==> src/hw/rtl/kswe_pkg.sv <==
package kswe_pkg;

  localparam int WORD_LEN = 4;
  localparam int NUM_WORDS = 60;
  localparam int WINDOW = NUM_WORDS + WORD_LEN;
  localparam int KEY_W = 8 * WORD_LEN;
  localparam int COUNT_W = $clog2(NUM_WORDS + 1);
  localparam int POS_W = $clog2(WINDOW);
  localparam int ENT_W = 20;
  localparam int REP_W = 6;
  localparam int REP_MAX = 63;
  localparam int FRAC_BITS = 30;
  localparam int QUEUE_DEPTH = 4;
  localparam int QPTR_W = $clog2(QUEUE_DEPTH);

  localparam logic [REP_W-1:0] FIRST_REP =
    REP_W'((WINDOW / 2 + 1 > REP_MAX) ? REP_MAX : WINDOW / 2 + 1);
  localparam logic [REP_W-1:0] LAST_REP =
    REP_W'((WINDOW - WINDOW / 2 - 1 > REP_MAX) ? REP_MAX : WINDOW - WINDOW / 2 - 1);
  localparam logic [REP_W-1:0] SLIDE_REP = REP_W'(1);
  localparam logic [REP_W-1:0] SHORT_REP = '0;

  typedef enum logic [2:0] {
    OP_FILL,
    OP_FIRST,
    OP_SLIDE,
    OP_FINAL,
    OP_SHORT
  } op_kind_t;

  typedef struct packed {
    op_kind_t         kind;
    logic             add_en;
    logic             rem_en;
    logic [KEY_W-1:0] add_key;
    logic [KEY_W-1:0] rem_key;
  } op_t;

  typedef logic [NUM_WORDS:0][ENT_W-1:0] term_rom_t;

  // log2 in q.30, integer part from the leading one, fraction by repeated squaring
  function automatic longint unsigned log2_q30(longint unsigned x);
    longint unsigned m;
    longint unsigned r;
    int unsigned     n;
    n = 0;
    for (int s = 0; s < 62; s++) begin
      if ((x >> (s + 1)) != 0) n = s + 1;
    end
    m = (x << FRAC_BITS) >> n;
    r = 64'(n) << FRAC_BITS;
    for (int b = FRAC_BITS - 1; b >= 0; b--) begin
      m = (m * m) >> FRAC_BITS;
      if (m >= (64'd2 << FRAC_BITS)) begin
        m = m >> 1;
        r = r | (64'd1 << b);
      end
    end
    if (x == 0) r = 0;
    return r;
  endfunction

  function automatic longint unsigned alphabet_span();
    longint unsigned d;
    d = 1;
    for (int j = 0; j < WORD_LEN; j++) d = d * 4;
    if (d > NUM_WORDS) d = NUM_WORDS;
    return d;
  endfunction

  localparam longint unsigned LogN = log2_q30(NUM_WORDS);
  localparam longint unsigned LogD = log2_q30(alphabet_span());
  localparam longint unsigned TermDen = 64'(NUM_WORDS) * LogD;

  function automatic term_rom_t build_term_rom();
    term_rom_t       t;
    longint unsigned lc;
    longint unsigned diff;
    longint unsigned num;
    longint unsigned val;
    t = '0;
    for (int c = 1; c <= NUM_WORDS; c++) begin
      lc = log2_q30(64'(c));
      diff = (LogN > lc) ? LogN - lc : 64'd0;
      num = (64'(c) * diff) << 16;
      val = (TermDen != 0) ? (num + TermDen / 2) / TermDen : 64'd0;
      t[c] = ENT_W'(val);
    end
    return t;
  endfunction

  localparam term_rom_t TERM_ROM = build_term_rom();

endpackage

==> src/hw/rtl/kswe_in_if.sv <==
interface kswe_in_if import kswe_pkg::*; ();
  logic       valid;
  logic       ready;
  logic [7:0] symbol;
  logic       end_of_sequence;

  modport source (output valid, output symbol, output end_of_sequence, input ready);
  modport sink (input valid, input symbol, input end_of_sequence, output ready);
endinterface

==> src/hw/rtl/kswe_front.sv <==
module kswe_front import kswe_pkg::*; (
  input  logic      clk,
  input  logic      rst,
  kswe_in_if.sink   bytes,
  output op_t       op,
  output logic      op_push,
  input  logic      op_full
);

  logic [7:0]       hist [WINDOW];
  logic [POS_W-1:0] pos;
  logic [POS_W-1:0] pos_next;
  logic             accept;

  assign bytes.ready = !op_full;
  assign accept = bytes.valid && bytes.ready;
  assign op_push = accept;

  always_comb begin
    op.add_key = '0;
    op.rem_key = '0;
    for (int j = 0; j < WORD_LEN; j++) begin
      op.add_key[8*j +: 8] = (j == 0) ? bytes.symbol : hist[(j == 0) ? 0 : j - 1];
      op.rem_key[8*j +: 8] = hist[WINDOW - WORD_LEN + j - 1];
    end
    op.add_en = 1'b0;
    op.rem_en = 1'b0;
    op.kind = OP_FILL;
    pos_next = pos;
    if (pos < POS_W'(WINDOW - 1)) begin
      if (bytes.end_of_sequence) begin
        op.kind = OP_SHORT;
        pos_next = '0;
      end else begin
        op.add_en = (pos >= POS_W'(WORD_LEN - 1));
        op.kind = (pos == POS_W'(WINDOW - 2)) ? OP_FIRST : OP_FILL;
        pos_next = pos + 1'b1;
      end
    end else if (bytes.end_of_sequence) begin
      op.kind = OP_FINAL;
      pos_next = '0;
    end else begin
      op.kind = OP_SLIDE;
      op.add_en = 1'b1;
      op.rem_en = 1'b1;
    end
  end

  always_ff @(posedge clk) begin
    if (rst) begin
      pos <= '0;
    end else if (accept) begin
      pos <= pos_next;
    end
  end

  always_ff @(posedge clk) begin
    if (accept) begin
      hist[0] <= bytes.symbol;
      for (int a = 1; a < WINDOW; a++) hist[a] <= hist[a-1];
    end
  end

endmodule

==> src/flat_wrapper.sv <==
// flat-port wrapper written by rule: the top's interface ports become plain ports
module kswe_front_flat import kswe_pkg::*;
  (clk, rst, op, op_push, op_full, bytes_valid, bytes_symbol, bytes_end_of_sequence, bytes_ready);
  kswe_in_if bytes_i ();
  input  logic clk;
  input  logic rst;
  output op_t op;
  output logic op_push;
  input  logic op_full;
  input wire logic [$bits(bytes_i.valid)-1:0] bytes_valid;
  input wire logic [$bits(bytes_i.symbol)-1:0] bytes_symbol;
  input wire logic [$bits(bytes_i.end_of_sequence)-1:0] bytes_end_of_sequence;
  output wire logic [$bits(bytes_i.ready)-1:0] bytes_ready;
  assign bytes_i.valid = bytes_valid;
  assign bytes_i.symbol = bytes_symbol;
  assign bytes_i.end_of_sequence = bytes_end_of_sequence;
  assign bytes_ready = bytes_i.ready;
  kswe_front u_core (.clk(clk), .rst(rst), .bytes(bytes_i), .op(op), .op_push(op_push), .op_full(op_full));
endmodule
==> config.mk <==
export PLATFORM = sky130hd
export DESIGN_NAME = kswe_front_flat
export DESIGN_NICKNAME = d
export VERILOG_FILES = /design/src/hw/rtl/kswe_pkg.sv /design/src/hw/rtl/kswe_in_if.sv /design/src/hw/rtl/kswe_front.sv /design/src/flat_wrapper.sv
export SDC_FILE = /design/constraint.sdc
export NUM_CORES = 1
export LEC_CHECK = 0
export BUFFER_PORTS_ARGS = -buffer_cell sky130_fd_sc_hd__buf_2
export CAP_MARGIN = 20
export CORE_MARGIN = 3
export CORE_UTILIZATION = 60
export DETAILED_ROUTE_END_ITERATION = 16
export GPL_TIMING_DRIVEN = 0
export PLACE_DENSITY = 0.78
export SYNTH_ARGS = -nofsm -noshare
export SYNTH_HDL_FRONTEND = slang
export SYNTH_SLANG_ARGS = --single-unit
==> constraint.sdc <==
create_clock -name clk -period 33 [get_ports clk]
set_input_delay 0 -clock clk [delete_from_list [all_inputs] [get_ports clk]]
set_output_delay 0 -clock clk [all_outputs]
set_load 0.02 [all_outputs]
======== After elaboration in Yosys (flattened, before gate mapping) ========
Memories as Yosys holds them, arrays and structs flattened.
Index checks and enable logic that the tools add are counted.
storage, ports and cells
  flip-flop bits (word level) ............. 6
  logic and storage cells ................. 22
  memories ................................ 1
  output and inout port bits .............. 71
  input bits .............................. 13
  memory bits (writable) .................. 512
memory list
  memory       depth  bits a word  rd ports  clocked after memory_dff  write ports  line              RTL
  u_core.hist  64     8            63        0                         64           kswe_front.sv:10  logic [7:0] hist [WINDOW];
operators by class
  reduce and logical (&&, ||, !) cells .... 4
  order comparisons ....................... 2
  muxes and demuxes ....................... 12
  $add $sub $neg .......................... 1
  eq/ne operators ......................... 1
operator list
  operator             count
  $mux 6               3
  $add 6x1->6 const B  1
  $eq 6x6->1 const B   1
  $ge 6x2->1 const B   1
  $lt 6x6->1 const B   1
  $mux 1               6
  $mux 4               1
  $mux 3               1
  $mux 2               1
  $reduce_and 2->1     1
  $reduce_bool 2->1    1
  $logic_and 1x1->1    1
  $logic_not 1->1      1

======== Longest topological paths before layout ========
  depth after elaboration ................. 4
  gate-level depth with buffers ........... 5
  mapped depth without buffers ............ 5

======== Least setup slack after synthesis ========
OpenSTA, ideal clock, no wires.
  kind .................................... input to register
  from .................................... in op_full
  to ...................................... reg u_core.pos[4]
  setup time .............................. 125 ps
  arrival time ............................ 10988 ps
  slack ................................... 21887 ps
  buffers on the path ..................... 0
  stages .................................. 4
  required time ........................... 32875 ps
  cells stage by stage .................... nand2b_1 > inv_1 > a21o_1 > nor3_1
on the way
  longest elaborated chain between the ends .. 3
ends and longest elaborated chain
  item                        line               RTL
  from (decl)                 flat_wrapper.sv:9  input logic op_full;
  $logic_not 1->1             kswe_front.sv:15   assign bytes.ready = !op_full;
  $logic_and 1x1->1           kswe_front.sv:16   assign accept = bytes.valid && bytes.ready;
  net op_push                 flat_wrapper.sv:8  output logic op_push;
  $reduce_and 2->1 (no line)  -
  to (signal assigned)        kswe_front.sv:53   pos <= pos_next;
  to (decl)                   kswe_front.sv:11   logic [POS_W-1:0] pos;
The timed path passes the listed nets, and every way through them passes these cells.
A chain may end at the register's enable or synchronous reset.

==> flow_summary.toml <==
[final_layout]
nets = 780
antenna_cells = 0
final_util = 0.715
area_delta_synth_final_pct = 16.6
layout-drive-gt1-share = 0.279
fillCellCount = 1440
layout.cells.non_filler = 1135

[drt]
drt_first_pass_iters = 5
remaining_drc_errors = 0
drtIter0Drc = 655
wl_per_cell_um = 19.0
vias = 5949
avgViaCountPerCell = 5.24
ant_nets = 0
drt_wl_total_mm = 21.6

[setup_path]
cpPeakStageDelay_ns = 0.61
crit_slowest_cell = "buf_16"
crit_family = "buffers and inverters"
path_max_fanout = 170
cp.required_ns = 33.16
crit_chain = "buf_2, nand2b_1, inv_8, buf_16, buf_16"
crit_type = "input pin to register"
cp_data_arrival_time_ns = 2.27
critPathLaunchType = "input pin"
cp_common_cell = "buf_16"
crit_path_end_kind = "register"
cp_num_buf_inv = 4

[synthesis]
synth.most_common_cell = "edfxtp_1"
synthArstFlopShare = 0
synth_nets = 637
ys_ff_latch = 510
synth_area_leaders = "edfxtp_1, buf_4, dfxtp_1"
synth_top_cell_by_area = "edfxtp_1"
seq_area_frac_synth = 0.952
synth_area_um2 = 16000
synth.top_cell.area_share = 0.945
synth_ff_type = "edfxtp_1"
netlist_top_cells_count = "edfxtp_1, buf_4, a21oi_1, dfxtp_1, nand2_1"
ys_warn_count = 0
synthDistinctLibCells = 25
synth.avg_cell_area_um2 = 25.8
synth_enable_flop_cells = 504
synthCells = 621

[floorplanning]
core-area_um2 = 26100
initial_utilization = 0.613
die_w_um = 169
dieArea_um2 = 28700
fp-row-count = 59
ios = 84
fp.dieH_um = 169

[grt]
grt_pass1_wl_mm = 33.9
grt_pass1_vias = 6086
grt_max_degree = 171
grt_overflow = 0
grt_usage = 0.152
antenna_found_initial = 0

[power]
power_density_nw_per_um2 = 71.7
p_leak_nw = 6.40
report.power.total_mw = 1.34
irDropWorstVdd_v = 0.0000448

[cts]
ctsHtreeMaxLevel = 2
clockBufferDepth = 3
cts_setup_buffers = 0
post_cts_resized = 0
clkLatencyLatePin_ns = 0.54
cts_tree = "done"
cts_sinks = 510
cts.hold.buffers_added = 11
clk_pin_slew_ns = 0.06
numCtsBuffers = 45
cts_root_buffer = "clkbuf_16"

[timing]
relSlewSlack = 0.485
setup_viol = 0
fmax_ghz = 0.475
hold_viol_final = 0
fin_tns_setup_ns = 0
finalCriticalPeriod_ns = 2.11
rsz0062_at_grt = "no"
setup_slack_ns = 30.89
timing.final.crit_share = 0.0638
slew_violations = 0
tightest_slew_ns = 0.773
clock_skew_ns = 0.0105

[min_path]
hold_class = "input pin to register"

[placed_design]
pre_cts_slack_ns = 30.34
gp_congestion = 0.760
dp_cells = 1041
port_buffers = 82
dp_hpwl_mm = 9.22

[flow_run]
cap_viol_max_count = 0

[run_status]
status = "complete, no violations"
worst paths after layout:
| path | from | end | slack [ns] | cells after the start |
|---|---|---|---|---|
| setup reg to reg | u_core.pos[0] | u_core.pos[5] | 30.92 | 5 |
| hold reg to reg | u_core.hist[1][110] | u_core.hist[1][118] | 0.42 | 0 |
| setup / recovery | op_full | u_core.hist[3][116] | 30.89 | 5 |
| hold / removal | bytes_valid | u_core.pos[4] | 0.19 | 4 |
worst reg2reg max path: cells and delay by family (launching register included):
kind            cells  cell delay (ns)
simple gates        2             0.74
compound gates      2             0.54
flops               1             0.37
fa+ha+maj           1             0.36
where the power goes:
group          total (mW)  internal [mW]  switching (mW)
clock network       0.566          0.346           0.219
registers           0.746          0.738         0.00821
logic              0.0268        0.00817          0.0186
total                1.34           1.09           0.246
per-layer routing:
| layer | global-route usage | wire length [µm] |
|---|---|---|
| met5 | 0 | 0 |
| met4 | 0.0541 | 558 |
| met3 | 0.0310 | 1120 |
| met2 | 0.241 | 10700 |
| met1 | 0.219 | 9230 |
registers in the layout, indices dropped and copies added (netlist names):
| name | flops |
|---|---|
| u_core.pos | 6 |
| u_core.hist | 504 |
layout by cell type (no fill, tap or decap), types with 3 or more instances in the layout:
cell,count
buf_2,83
buf_4,64
buf_16,3
or3_1,3
dfxtp_1,6
inv_1,4
a21oi_1,6
nor2_1,4
clkbuf_1,6
dlygate4sd3_1,11
bufinv_16,11
clkinv_1,7
clkinv_2,9
ha_1,3
nand2_1,6
edfxtp_1,504
clkbuf_16,47
area by class of cell:
cell class	count	area, µm²	share of cell area
Tap cell	335	419	0.0224
Timing Repair Buffer	96	603	0.0323
Inverter	5	26.3	0.00141
Buffer	65	485	0.0260
Clock buffer	53	1200	0.0642
Sequential cell	510	15300	0.817
Clock inverter	30	425	0.0228
Multi-Input combinational cell	41	264	0.0141
metrics by stage:
step / area (µm²) / hold slack (ns)
2_1_floorplan: 16000 / 0.0766
3_3_place_gp: 16900 / 0.193
6_report: 18700 / 0.187
5_1_grt: 18700 / 0.193
4_1_cts: 18700 / 0.157
3_5_place_dp: 16900 / 0.195
logic make-up after synthesis:
| family | after synthesis | synth area share |
|---|---|---|
| DFF | 510 | 0.952 |
| adders and majority gates | 3 | 0.00234 |
| buffers and inverters | 70 | 0.0315 |
| and+or+nand+nor | 24 | 0.00851 |
| AOI/OAI and AO/OA | 14 | 0.00562 |
Note: power is estimated with default switching activity, not from simulation.
