File: src/hw/rtl/kswe_pkg.sv
package kswe_pkg;

  localparam int WORD_LEN = 4;
  localparam int NUM_WORDS = 60;
  localparam int WINDOW = NUM_WORDS + WORD_LEN;
  localparam int KEY_W = 8 * WORD_LEN;
  localparam int COUNT_W = $clog2(NUM_WORDS + 1);
  localparam int POS_W = $clog2(WINDOW);
  localparam int ENT_W = 20;
  localparam int REP_W = 6;
  localparam int REP_MAX = 63;
  localparam int FRAC_BITS = 30;
  localparam int QUEUE_DEPTH = 4;
  localparam int QPTR_W = $clog2(QUEUE_DEPTH);

  localparam logic [REP_W-1:0] FIRST_REP =
    REP_W'((WINDOW / 2 + 1 > REP_MAX) ? REP_MAX : WINDOW / 2 + 1);
  localparam logic [REP_W-1:0] LAST_REP =
    REP_W'((WINDOW - WINDOW / 2 - 1 > REP_MAX) ? REP_MAX : WINDOW - WINDOW / 2 - 1);
  localparam logic [REP_W-1:0] SLIDE_REP = REP_W'(1);
  localparam logic [REP_W-1:0] SHORT_REP = '0;

  typedef enum logic [2:0] {
    OP_FILL,
    OP_FIRST,
    OP_SLIDE,
    OP_FINAL,
    OP_SHORT
  } op_kind_t;

  typedef struct packed {
    op_kind_t         kind;
    logic             add_en;
    logic             rem_en;
    logic [KEY_W-1:0] add_key;
    logic [KEY_W-1:0] rem_key;
  } op_t;

  typedef logic [NUM_WORDS:0][ENT_W-1:0] term_rom_t;

  // log2 in q.30, integer part from the leading one, fraction by repeated squaring
  function automatic longint unsigned log2_q30(longint unsigned x);
    longint unsigned m;
    longint unsigned r;
    int unsigned     n;
    n = 0;
    for (int s = 0; s < 62; s++) begin
      if ((x >> (s + 1)) != 0) n = s + 1;
    end
    m = (x << FRAC_BITS) >> n;
    r = 64'(n) << FRAC_BITS;
    for (int b = FRAC_BITS - 1; b >= 0; b--) begin
      m = (m * m) >> FRAC_BITS;
      if (m >= (64'd2 << FRAC_BITS)) begin
        m = m >> 1;
        r = r | (64'd1 << b);
      end
    end
    if (x == 0) r = 0;
    return r;
  endfunction

  function automatic longint unsigned alphabet_span();
    longint unsigned d;
    d = 1;
    for (int j = 0; j < WORD_LEN; j++) d = d * 4;
    if (d > NUM_WORDS) d = NUM_WORDS;
    return d;
  endfunction

  localparam longint unsigned LogN = log2_q30(NUM_WORDS);
  localparam longint unsigned LogD = log2_q30(alphabet_span());
  localparam longint unsigned TermDen = 64'(NUM_WORDS) * LogD;

  function automatic term_rom_t build_term_rom();
    term_rom_t       t;
    longint unsigned lc;
    longint unsigned diff;
    longint unsigned num;
    longint unsigned val;
    t = '0;
    for (int c = 1; c <= NUM_WORDS; c++) begin
      lc = log2_q30(64'(c));
      diff = (LogN > lc) ? LogN - lc : 64'd0;
      num = (64'(c) * diff) << 16;
      val = (TermDen != 0) ? (num + TermDen / 2) / TermDen : 64'd0;
      t[c] = ENT_W'(val);
    end
    return t;
  endfunction

  localparam term_rom_t TERM_ROM = build_term_rom();

endpackage

File: src/hw/rtl/kswe_op_queue.sv
module kswe_op_queue import kswe_pkg::*; (
  input  logic clk,
  input  logic rst,
  input  op_t  push_op,
  input  logic push,
  output logic full,
  output op_t  head,
  output logic head_valid,
  input  logic pop
);

  op_t               slots [QUEUE_DEPTH];
  logic [QPTR_W-1:0] wr_ptr;
  logic [QPTR_W-1:0] rd_ptr;
  logic [QPTR_W:0]   count;
  logic              do_push;
  logic              do_pop;

  assign full = (count == (QPTR_W + 1)'(QUEUE_DEPTH));
  assign head_valid = (count != '0);
  assign head = slots[rd_ptr];
  assign do_push = push && !full;
  assign do_pop = pop && head_valid;

  always_ff @(posedge clk) begin
    if (rst) begin
      wr_ptr <= '0;
      rd_ptr <= '0;
      count <= '0;
    end else begin
      if (do_push) wr_ptr <= wr_ptr + 1'b1;
      if (do_pop) rd_ptr <= rd_ptr + 1'b1;
      if (do_push && !do_pop) count <= count + 1'b1;
      else if (do_pop && !do_push) count <= count - 1'b1;
    end
  end

  always_ff @(posedge clk) begin
    if (do_push) slots[wr_ptr] <= push_op;
  end

endmodule

File: config.mk
export PLATFORM = sky130hd
export DESIGN_NAME = kswe_op_queue
export DESIGN_NICKNAME = d
export VERILOG_FILES = /design/src/hw/rtl/kswe_pkg.sv /design/src/hw/rtl/kswe_op_queue.sv
export SDC_FILE = /design/constraint.sdc
export NUM_CORES = 1
export LEC_CHECK = 0
export ABC_AREA = 0
export BUFFER_PORTS_ARGS = -buffer_cell sky130_fd_sc_hd__buf_2
export CAP_MARGIN = 20
export CORE_AREA = 2 2 141 143
export CTS_BUF_LIST = sky130_fd_sc_hd__clkbuf_16
export CTS_CLUSTER_SIZE = 40
export DETAILED_ROUTE_END_ITERATION = 12
export DIE_AREA = 0 0 143 145
export HOLD_SLACK_MARGIN = 0.05
export PLACE_DENSITY = 0.85
export SLEW_MARGIN = 10
export SYNTH_ARGS = -nofsm -noshare
export SYNTH_HDL_FRONTEND = slang
export SYNTH_SLANG_ARGS = --single-unit
File: constraint.sdc
create_clock -name clk -period 4.3 [get_ports clk]
set_input_delay 0.43 -clock clk [delete_from_list [all_inputs] [get_ports clk]]
set_output_delay 0.43 -clock clk [all_outputs]
set_load 0.005 [all_outputs]
Word level (Yosys, flattened, before mapping). Memory sizes are Yosys's and may differ from the RTL's. A register that Yosys moved wholly into a read port is not among the register bits. Index checks and enable logic that the tools add are counted.

Equality and inequality tests: 1. Add/subtract/negate cells: 4. Reduce and logical (&&, ||, !) cells: 9. Muxes and demuxes: 6.

Operator list (number): $mux 3 (2); $add 2x1->2 const B (2); $logic_and 1x1->1 (4); $mux 2 (2); $add 3x1->3 const B (1); $eq 3x3->1 const B (1); $logic_not 1->1 (3); $reduce_bool 3->1 (1); $sub 3x1->3 const B (1); $mux 1 (2); $reduce_bool 2->1 (1).

Flip-flop bits (word level): 7. Memories: 1. Logic and storage cells: 24. Output and inout port bits: 71. Memory bits (writable): 276.

Memory list: slots (words 4, bits a word 69, read ports 1, clocked after Yosys merged registers in 1, write ports 1, RTL line kswe_op_queue.sv:12) `op_t slots [QUEUE_DEPTH];`.

Logic depth before layout (Yosys ltp). Gate-level depths: netlist of run 1.

Word-level depth: 7. Depth in mapped cells: 8. Mapped depth without buffers: 8.

Least setup slack after synthesis of run 1. OpenSTA, ideal clock, no wires.

Path type: reg-to-reg. From: register count[0]. To: memory slots[0][0] (netlist bit), enable pin. Arrival time: 2445 ps. Slack: 1420 ps. Library setup time: 435 ps. Stages on the path, launching flop included: 4. Clock period less this slack: 2880 ps. Path through: dfxtp_1 > nor3b_1 > nor2_1 > and2_1.

Cells in the longest elaborated chain, start to end: 5.

Ends and longest elaborated chain: start: declaration (RTL line kswe_op_queue.sv:15) `logic [QPTR_W:0] count;`; start signal: assignment (RTL line kswe_op_queue.sv:33) `if (do_push && !do_pop) count <= count + 1'b1;`; start signal: assignment (RTL line kswe_op_queue.sv:34) `else if (do_pop && !do_push) count <= count - 1'b1;`; $eq 3x3->1 (RTL line kswe_op_queue.sv:19) `assign full = (count == (QPTR_W + 1)'(QUEUE_DEPTH));`; named net full (RTL line kswe_op_queue.sv:6) `output logic full,`; $logic_not 1->1 (RTL line kswe_op_queue.sv:22) `assign do_push = push && !full;`; $logic_and 1x1->1 (RTL line kswe_op_queue.sv:22); named net do_push (RTL line kswe_op_queue.sv:16) `logic do_push;`; $mux 1 (RTL line kswe_op_queue.sv:39) `if (do_push) slots[wr_ptr] <= push_op;`; $mux 1 (not written as such) (RTL line kswe_op_queue.sv:39); end: declaration (RTL line kswe_op_queue.sv:12).

The timed path passes the listed nets, and every way through them passes these cells.

==> results of run 1 <==
[layout make-up]
| class | count | area share (%) |
|---|---|---|
| Sequential cell | 285 | 69.1 |
| Multi-Input combinational cell | 103 | 14.9 |
| Timing Repair Buffer | 144 | 6.00 |
| Clock buffer | 27 | 5.51 |
| Tap cell | 265 | 2.70 |
| Clock inverter | 23 | 1.65 |
| Inverter | 4 | 0.122 |
[state kept, by name, summed over array words and instances (netlist names), named ones only]
register / flops
count: 3
rd_ptr: 2
slots: 276
wr_ptr: 2
[per-stage QoR]
stage | cell area, um2 | hold WS, ns
floorplan | 10400 | 0.482
global placement | 11400 | 0.490
detailed placement | 11400 | 0.519
global route | 12300 | 0.104
finish | 12300 | 0.121
CTS | 12300 | 0.0968
[cell usage after synthesis, drive strengths merged]
library cell | instances | area share [%]
a21oi | 2 | 0.096
and2 | 4 | 0.24
buf | 11 | 1.0
clkbuf | 6 | 0.22
dfxtp | 9 | 1.7
edfxtp | 276 | 80
fa | 1 | 0.19
ha | 5 | 0.60
inv | 4 | 0.14
mux2i | 2 | 0.19
mux4 | 69 | 15
nand2b | 2 | 0.12
nor2 | 6 | 0.22
nor3b | 1 | 0.072
o21ai | 2 | 0.096
o311ai | 1 | 0.084
o31ai | 1 | 0.072
or3 | 3 | 0.18
xor2 | 4 | 0.34
[path summary, 6_finish.rpt]
kind | startpoint | to | slack, ns | cells past startpoint
worst min register to register | rd_ptr[0]$_SDFFE_PP0P_ | rd_ptr[0]$_SDFFE_PP0P_ | 0.53 | 2
worst max register to register | count[0]$_SDFFE_PP0P_ | count[2]$_SDFFE_PP0P_ | 1.89 | 8
worst max-delay path | flip-flop | head[31] | 1.41 | 3
worst min-delay path | push_op[9] | slots[0][9]$_DFFE_PP_ | 0.12 | 1
[power breakdown]
| part | switching, W | leakage, nW | internal, W |
|---|---|---|---|
| Combinational | 0.000551 | 1.07 | 0.000763 |
| Sequential | 0.000218 | 2.60 | 0.00335 |
| Clock | 0.000960 | 0.436 | 0.00133 |
[critical path, stage by stage (launching register included)]
cell and delay [ns]:
dfxtp_4 0.87, buf_12 0.35, mux4_2 0.56, buf_2 0.15
[cells by family (layout without fill, tap and decap cells)]
family | count (synthesis) | in the layout
simple gates | 16 | 16
xor+xnor | 4 | 4
compound gates | 6 | 6
buf+inv | 21 | 198
fa+ha+maj | 6 | 6
flops | 285 | 285
mux | 71 | 71
[metal layers]
layer | share of wire, % | track usage, %
met1 | 39 | 21.8
met2 | 53 | 30.1
met3 | 6.8 | 4.79
met4 | 1.2 | 3.37
met5 | 0 | 0
==> results.json, run 1 <==
{
  "status": "finished clean",
  "power.density_mw_per_mm2": 585,
  "antenna_found_initial": 0,
  "grt_pass1_vias": 5093,
  "wl_per_cell_um": 20.8,
  "cp_data_required_time_ns": 3.87,
  "slew_violations": 0,
  "cts_tree": "built",
  "synth_nets": 488,
  "place_ws_ns": 1.83,
  "cts_buffer_depth": 3,
  "ys_seq_area_share_pct": 81.2,
  "setup_slack_ns": 1.41,
  "synth-compound-area-share_pct": 0.348,
  "finalSetupViolCount": 0,
  "syn_avg_cell_area_um2": 25.5,
  "yosysWarnings": 0,
  "multi_input_area_mm2": 0.00182,
  "slew_headroom_pct": 29.1,
  "path_class": "flip-flop to primary output",
  "area_growth_pct": 17.6,
  "start_util_pct": 54.3,
  "rsz0062_at_grt": "no",
  "drc": 0,
  "final_cell_mix": "276 x edfxtp_1, 143 x buf_2, 69 x mux4_2",
  "gr-total-overflow": 0,
  "finalClockSkew_ns": 0.00831,
  "antenna_cells": 0,
  "hp-class": "input port to flip-flop",
  "fp.dieH_um": 145,
  "min_period_over_period_pct": 67.2,
  "drive_above_1_share_pct": 44.5,
  "fin_util_pct": 63.8,
  "cts_hold_buf": 0,
  "cts_max_level": 1,
  "clkLatencyLatePin_ns": 0.52,
  "path_clk_slew_ns": 0.06,
  "gp_congestion": 0.754,
  "wirelength_um": 17700,
  "vias": 4621,
  "dpl.cell_count": 801,
  "cts_root_buffer": "clkbuf_16",
  "die-width_um": 143,
  "synthMuxAreaShare_pct": 15.1,
  "ys_types": 22,
  "post_cts_resize_count": 0,
  "post-cts-setup-buffer-count": 0,
  "synthCells": 409,
  "hpwl_um": 10300,
  "cts_buffers": 27,
  "grt_first_pass_wirelength_um": 27400,
  "final_cells": 851,
  "first_pass_iters": 5,
  "synth_seq_cells": 285,
  "row_count": 51,
  "io_buffers": 143,
  "nets": 644,
  "p_leak_nw": 4.12,
  "fmax_mhz": 346,
  "vias_per_cell": 5.43,
  "final_common_cell": "edfxtp_1",
  "die-area_mm2": 0.0207,
  "synthAdderAreaFrac_pct": 0.792,
  "first_iter_violations": 344,
  "cp_max_fo": 40,
  "ios": 144,
  "yosys.area_share.simple_pct": 0.828,
  "worstSetupEndpointType": "primary output",
  "seq_area_mm2": 0.00848,
  "max_slew.worst_pin.slew_ns": 1.06,
  "syn_area_mm2": 0.0104,
  "finalSetupTns_ns": 0,
  "crit_path_start_kind": "flip-flop",
  "cts_num_sinks": 285,
  "max-cap-violations": 0,
  "synth_top_family_by_area": "multiplexers",
  "track_usage_pct": 17.3,
  "finalCriticalPeriod_ns": 2.89,
  "vdd_drop_max_mv": 0.600,
  "grt_max_degree": 70,
  "fillers": 1268,
  "synthXorXnorAreaFrac_pct": 0.336,
  "detail-route-antenna-nets": 0,
  "power_w": 0.00717,
  "core_area_mm2": 0.0192,
  "worstPathArrival_ns": 2.46,
  "hold_viol": 0
}
Note: power is estimated with default switching activity, not from simulation.
==> run 2: changes to the inputs <==
--- a/config.mk
+++ b/config.mk
@@ -8,13 +8,13 @@
 export ABC_AREA = 0
 export BUFFER_PORTS_ARGS = -buffer_cell sky130_fd_sc_hd__buf_2
 export CAP_MARGIN = 20
-export CORE_AREA = 2 2 141 143
+export CORE_AREA = 2 2 146 148
 export CTS_BUF_LIST = sky130_fd_sc_hd__clkbuf_16
 export CTS_CLUSTER_SIZE = 40
 export DETAILED_ROUTE_END_ITERATION = 12
-export DIE_AREA = 0 0 143 145
+export DIE_AREA = 0 0 148 150
 export HOLD_SLACK_MARGIN = 0.05
-export PLACE_DENSITY = 0.85
+export PLACE_DENSITY = 0.83
 export SLEW_MARGIN = 10
 export SYNTH_ARGS = -nofsm -noshare
 export SYNTH_HDL_FRONTEND = slang
==> constraint.sdc (replaced) <==
create_clock -name clk -period 2.53 [get_ports clk]
set_input_delay 0.253 -clock clk [delete_from_list [all_inputs] [get_ports clk]]
set_output_delay 0.253 -clock clk [all_outputs]
set_load 0.005 [all_outputs]
==> results.json, run 2 (synthesis gave the netlist of run 1 again) <==
{
  "top_register": "slots",
  "vias": 5070,
  "wl_per_cell_um": 21.0,
  "start_util_pct": 50.4,
  "clkLatencyLatePin_ns": 0.53,
  "area_growth_pct": 24.8,
  "gr-total-overflow": 0,
  "status": "finished clean",
  "die-area_mm2": 0.0222,
  "first_pass_iters": 5,
  "holdPathEnd": "wr_ptr[0]$_SDFFE_PP0P_",
  "hpwl_um": 10800,
  "cts_root_buffer": "clkbuf_16",
  "finalClockSkew_ns": 0.0110,
  "path_clk_slew_ns": 0.05,
  "path_class": "flip-flop to primary output",
  "antenna_cells": 0,
  "cts_buffers": 29,
  "power.density_mw_per_mm2": 930,
  "hp-class": "input port to flip-flop",
  "min_path_cells": 4,
  "gp_congestion": 0.697,
  "finalCriticalPeriod_ns": 2.38,
  "nets": 722,
  "vias_per_cell": 5.41,
  "final_common_cell": "edfxtp_1",
  "vdd_drop_max_mv": 0.699,
  "min_period_over_period_pct": 94.2,
  "r2r_cells": 7,
  "ios": 144,
  "finalSetupTns_ns": 0,
  "r2r_slack_ns": 0.22,
  "drc": 0,
  "max-cap-violations": 0,
  "antenna_found_initial": 0,
  "cts_tree": "built",
  "final_cell_mix": "276 x edfxtp_1, 143 x buf_2, 70 x dlygate4sd3_1",
  "finalSetupViolCount": 0,
  "p_leak_nw": 4.46,
  "reg_top3": "slots x276, count x3",
  "cp_data_required_time_ns": 2.28,
  "cp_max_fo": 69,
  "post-cts-setup-buffer-count": 0,
  "rsz0062_at_grt": "no",
  "r2r-start": "count[0]$_SDFFE_PP0P_",
  "row_count": 53,
  "grt_pass1_vias": 5454,
  "detail-route-antenna-nets": 0,
  "die-width_um": 148,
  "grt_max_degree": 70,
  "first_iter_violations": 330,
  "drive_above_1_share_pct": 39.0,
  "track_usage_pct": 17.8,
  "cts_buffer_depth": 3,
  "io_buffers": 143,
  "r2r-end": "count[2]$_SDFFE_PP0P_",
  "worstPathArrival_ns": 2.13,
  "wirelength_um": 19700,
  "cts_max_level": 1,
  "largest_register_ffs": 276,
  "grt_first_pass_wirelength_um": 30000,
  "slew_headroom_pct": 61.4,
  "core_area_mm2": 0.0207,
  "crit_path_start_kind": "flip-flop",
  "hold_viol": 0,
  "max_slew.worst_pin.slew_ns": 0.578,
  "cts_num_sinks": 285,
  "hold_path.startpoint": "push",
  "fp.dieH_um": 150,
  "slew_violations": 0,
  "worstSetupEndpointType": "primary output",
  "fillers": 1422,
  "fin_util_pct": 62.9,
  "fmax_mhz": 420
}
run 2: cell types whose count changed in the layout (fill, tap and decap cells not counted), sizes merged, moves of 3 or more:
cell / previous run / this run
buf: 144 / 150
dlygate4sd3: 0 / 70
clkinvlp: 3 / 0
bufinv: 3 / 0
inv: 8 / 16
clkinv: 13 / 9
run 2: layer usage:
metal / wire length (um) / track usage [%] / vias to the layer above
met1: 7660 / 23.0 / 2628
met5: 0 / 0 / -
met4: 389 / 4.62 / 0
met3: 1240 / 3.32 / 34
met2: 10400 / 31.5 / 199
li1: - / - / 2209
run 2: worst max path at each step:
| stage | from | cells past startpoint | to |
|---|---|---|---|
| after CTS | flip-flop | 3 | head[52] |
| after floorplan | count[0]$_SDFFE_PP0P_ | 3 | slots[0][0]$_DFFE_PP_ |
| after global routing | flip-flop | 3 | head[52] |
| final | flip-flop | 3 | head[52] |
| after global placement | count[0]$_SDFFE_PP0P_ | 8 | count[2]$_SDFFE_PP0P_ |
| after detailed placement | count[0]$_SDFFE_PP0P_ | 8 | count[2]$_SDFFE_PP0P_ |
run 2: where the power goes:
| group | leakage [nW] | switching (W) | internal (W) |
|---|---|---|---|
| registers | 2.60 | 0.000170 | 0.00568 |
| logic | 1.41 | 0.00122 | 0.00141 |
| clock network | 0.442 | 0.00158 | 0.00204 |
run 2: area by class of cell:
class                           instances  area (um2)  share of cell area, %
Clock buffer                           29         726                   5.58
Clock inverter                         21        82.6                  0.635
Inverter                                4        15.0                  0.115
Multi-Input combinational cell        103        1830                   14.0
Sequential cell                       285        8480                   65.1
Tap cell                              275         344                   2.64
Timing Repair Buffer                  220        1540                   11.9
run 2: timing repair:
action / CTS / global route
hold buffers: 70 / 0
gates resized for setup: 0 / 1
endpoints found under the hold margin: 284 / 0
setup endpoints to repair: 0 / 1
run 2: stage by stage:
| step | instance area, um2 | instances | worst slack, ns | hold slack (ns) | power, W |
|---|---|---|---|---|---|
| 2_1_floorplan | 10400 | 409 | 0.396 | 0.352 | 0.00757 |
| 3_3_place_gp | 11500 | 817 | 0.330 | 0.462 | 0.00842 |
| 3_5_place_dp | 11500 | 817 | 0.163 | 0.470 | 0.00853 |
| 4_1_cts | 13000 | 937 | 0.0930 | 0.102 | 0.0123 |
| 5_1_grt | 13000 | 937 | 0.00969 | 0.168 | 0.0126 |
| 6_report | 13000 | 937 | 0.147 | 0.147 | 0.0121 |
run 2: worst max-delay path, stage by stage, from the launching register on:
cell and delay, ns:
dfxtp_4 0.35, buf_12 0.43, mux4_2 0.60, buf_2 0.15
==> run 3: changes to the inputs <==
--- a/config.mk
+++ b/config.mk
@@ -5,14 +5,14 @@
 export SDC_FILE = /design/constraint.sdc
 export NUM_CORES = 1
 export LEC_CHECK = 0
-export ABC_AREA = 0
+export ABC_AREA = 1
 export BUFFER_PORTS_ARGS = -buffer_cell sky130_fd_sc_hd__buf_2
 export CAP_MARGIN = 20
-export CORE_AREA = 2 2 146 148
+export CORE_AREA = 2 2 148 150
 export CTS_BUF_LIST = sky130_fd_sc_hd__clkbuf_16
 export CTS_CLUSTER_SIZE = 40
 export DETAILED_ROUTE_END_ITERATION = 12
-export DIE_AREA = 0 0 148 150
+export DIE_AREA = 0 0 150 152
 export HOLD_SLACK_MARGIN = 0.05
 export PLACE_DENSITY = 0.83
 export SLEW_MARGIN = 10
==> results.json, run 3 <==
{
  "start_util_pct": 50.2,
  "final_common_cell": "edfxtp_1",
  "largest_register_ffs": 276,
  "yosysWarnings": 0,
  "wirelength_um": 22900,
  "area_growth_pct": 25.0,
  "finalCriticalPeriod_ns": 2.35,
  "reg_top3": "slots x276, count x3",
  "synth_top_area_cell": "edfxtp_1",
  "detail-route-antenna-nets": 0,
  "nets": 1038,
  "fp.dieH_um": 152,
  "synth_nets": 815,
  "cp_slowest_stage_delay_ns": 0.45,
  "max-cap-violations": 0,
  "path_cells": "inv_4, buf_12, o21ai_0, o22ai_1, buf_2",
  "gp_congestion": 0.743,
  "path_clk_slew_ns": 0.06,
  "ys_types": 22,
  "fmax_mhz": 425,
  "drive_above_1_share_pct": 21.4,
  "finalClockSkew_ns": 0.0106,
  "wl_per_cell_um": 18.2,
  "worstPathArrival_ns": 2.10,
  "dpl-instance-area_mm2": 0.0118,
  "finalSetupViolCount": 0,
  "ys.flop_type": "edfxtp_1",
  "p_leak_nw": 4.80,
  "ios": 144,
  "path_class": "flip-flop to primary output",
  "cp_num_buf_inv": 3,
  "row_count": 54,
  "async_flop_share_pct": 0,
  "power.density_mw_per_mm2": 960,
  "hold_ws_ns": 0.489,
  "finalSetupTns_ns": 0,
  "core_area_mm2": 0.0214,
  "cp_data_required_time_ns": 2.28,
  "fin_util_pct": 62.8,
  "yosysMostFrequentCell": "edfxtp_1",
  "r2r-start": "count[0]$_SDFFE_PP0P_",
  "cts_max_level": 1,
  "min_period_over_period_pct": 93.0,
  "final_cells": 1257,
  "syn_avg_cell_area_um2": 14.6,
  "synth_seq_cells": 285,
  "cts_root_buffer": "clkbuf_16",
  "cts_num_sinks": 285,
  "post_cts_resize_count": 0,
  "hpwl_um": 12400,
  "hold_path.startpoint": "push_op[16]",
  "synthTopCellsByCount": "276 x edfxtp_1, 152 x nor2_1, 87 x o21ai_0",
  "clkLatencyLatePin_ns": 0.51,
  "vdd_drop_max_mv": 0.879,
  "vias_per_cell": 5.45,
  "top_register": "slots",
  "grt_pass1_vias": 6804,
  "io_buffers": 143,
  "grt_max_degree": 73,
  "cts_tree": "built",
  "cp_top_family": "buffers and inverters",
  "slew_headroom_pct": 50.8,
  "worstSetupEndpointType": "primary output",
  "crit_path_start_kind": "flip-flop",
  "max_slew.worst_pin.slew_ns": 0.739,
  "cts_buffers": 27,
  "fin_area_mm2": 0.0134,
  "slew_violations": 0,
  "vias": 6854,
  "crit_path_top_delay_cell": "dfxtp_4",
  "first_pass_iters": 5,
  "dpl.cell_count": 1136,
  "antenna_found_initial": 1,
  "rsz0062_at_grt": "no",
  "synth_edf_count": 276,
  "track_usage_pct": 19.5,
  "hold_viol": 0,
  "hp-class": "input port to flip-flop",
  "synth_area_leaders": "edfxtp_1 77%, nor2_1 5.3%, o21ai_0 4.1%",
  "syn_area_mm2": 0.0107,
  "drc": 0,
  "gr-total-overflow": 0,
  "cp_max_fo": 44,
  "final_cell_mix": "276 x edfxtp_1, 148 x nor2_1, 143 x buf_2",
  "yosys.area.top_type_share_pct": 77.3,
  "first_iter_violations": 475,
  "status": "finished clean",
  "cts_buffer_depth": 3,
  "die-width_um": 150,
  "grt_first_pass_wirelength_um": 34700,
  "ys_seq_area_share_pct": 79.0,
  "synthCells": 736,
  "die-area_mm2": 0.0228
}
-- run 3: cell count changes after synthesis, moves of 8 or more --
cell      before  now
nor2_1         6  152
o21ai_0        2   87
mux4_2        69    0
o22ai_1        0   69
o21ai_1        0   52
nand2_1        0   15
inv_1          4   15
buf_6          1   11
clkbuf_1       6   14
-- run 3: area by class of cell --
type,instances,area (um2)
diodes,1,2.50
inverters,17,66.3
well taps,280,350
repair buffers,238,1700
clock inverters,19,211
clock buffers,27,676
flip-flops and latches,285,8470
fillers,1556,7950
multi-input cells,390,1920
-- run 3: report_power, final --
part | internal [W] | switching [W] | total [W]
Sequential | 0.00574 | 0.000177 | 0.00591
Clock | 0.00243 | 0.00159 | 0.00402
Combinational | 0.00113 | 0.00180 | 0.00293
Total | 0.00930 | 0.00356 | 0.0129
-- run 3: cell families (layout without fill, tap and decap cells) --
group	Yosys count	in the layout	share of synthesized area [%]
other cells	0	1	0
simple gates	172	172	6.10
buf+inv	61	301	3.41
xor+xnor	1	1	0.0817
flops	285	285	79.0
compound gates	211	211	10.7
fa+ha+maj	6	6	0.770
-- run 3: path summary, 6_finish.rpt --
path / to / slack (ns) / depth (start not counted)
setup reg to reg: count[2]$_SDFFE_PP0P_ / 0.65 / 13
hold / removal: slots[2][16]$_DFFE_PP_ / 0.49 / 2
hold reg to reg: flip-flop / 0.50 / 2
setup / recovery: head[66] / 0.18 / 5
-- run 3: per-layer routing --
layer,global-route usage [%],part of all wire [%]
met5,0,0
met4,6.06,2.1
met3,3.33,6.8
met2,34.2,51
met1,24.8,40
-- run 3: through the flow --
stage               total power [W]  worst slack [ns]
floorplan                   0.00769            -0.397
global route                 0.0135            0.0157
CTS                          0.0129            0.0447
global placement            0.00872             0.653
finish                       0.0129             0.177
detailed placement          0.00881             0.609
-- run 3: what timing repair did --
action | CTS | global route
hold buffers | 73 | 0
endpoints found under the setup margin | 0 | 16
setup buffers | 0 | 1
hold endpoints to repair | 283 | 0
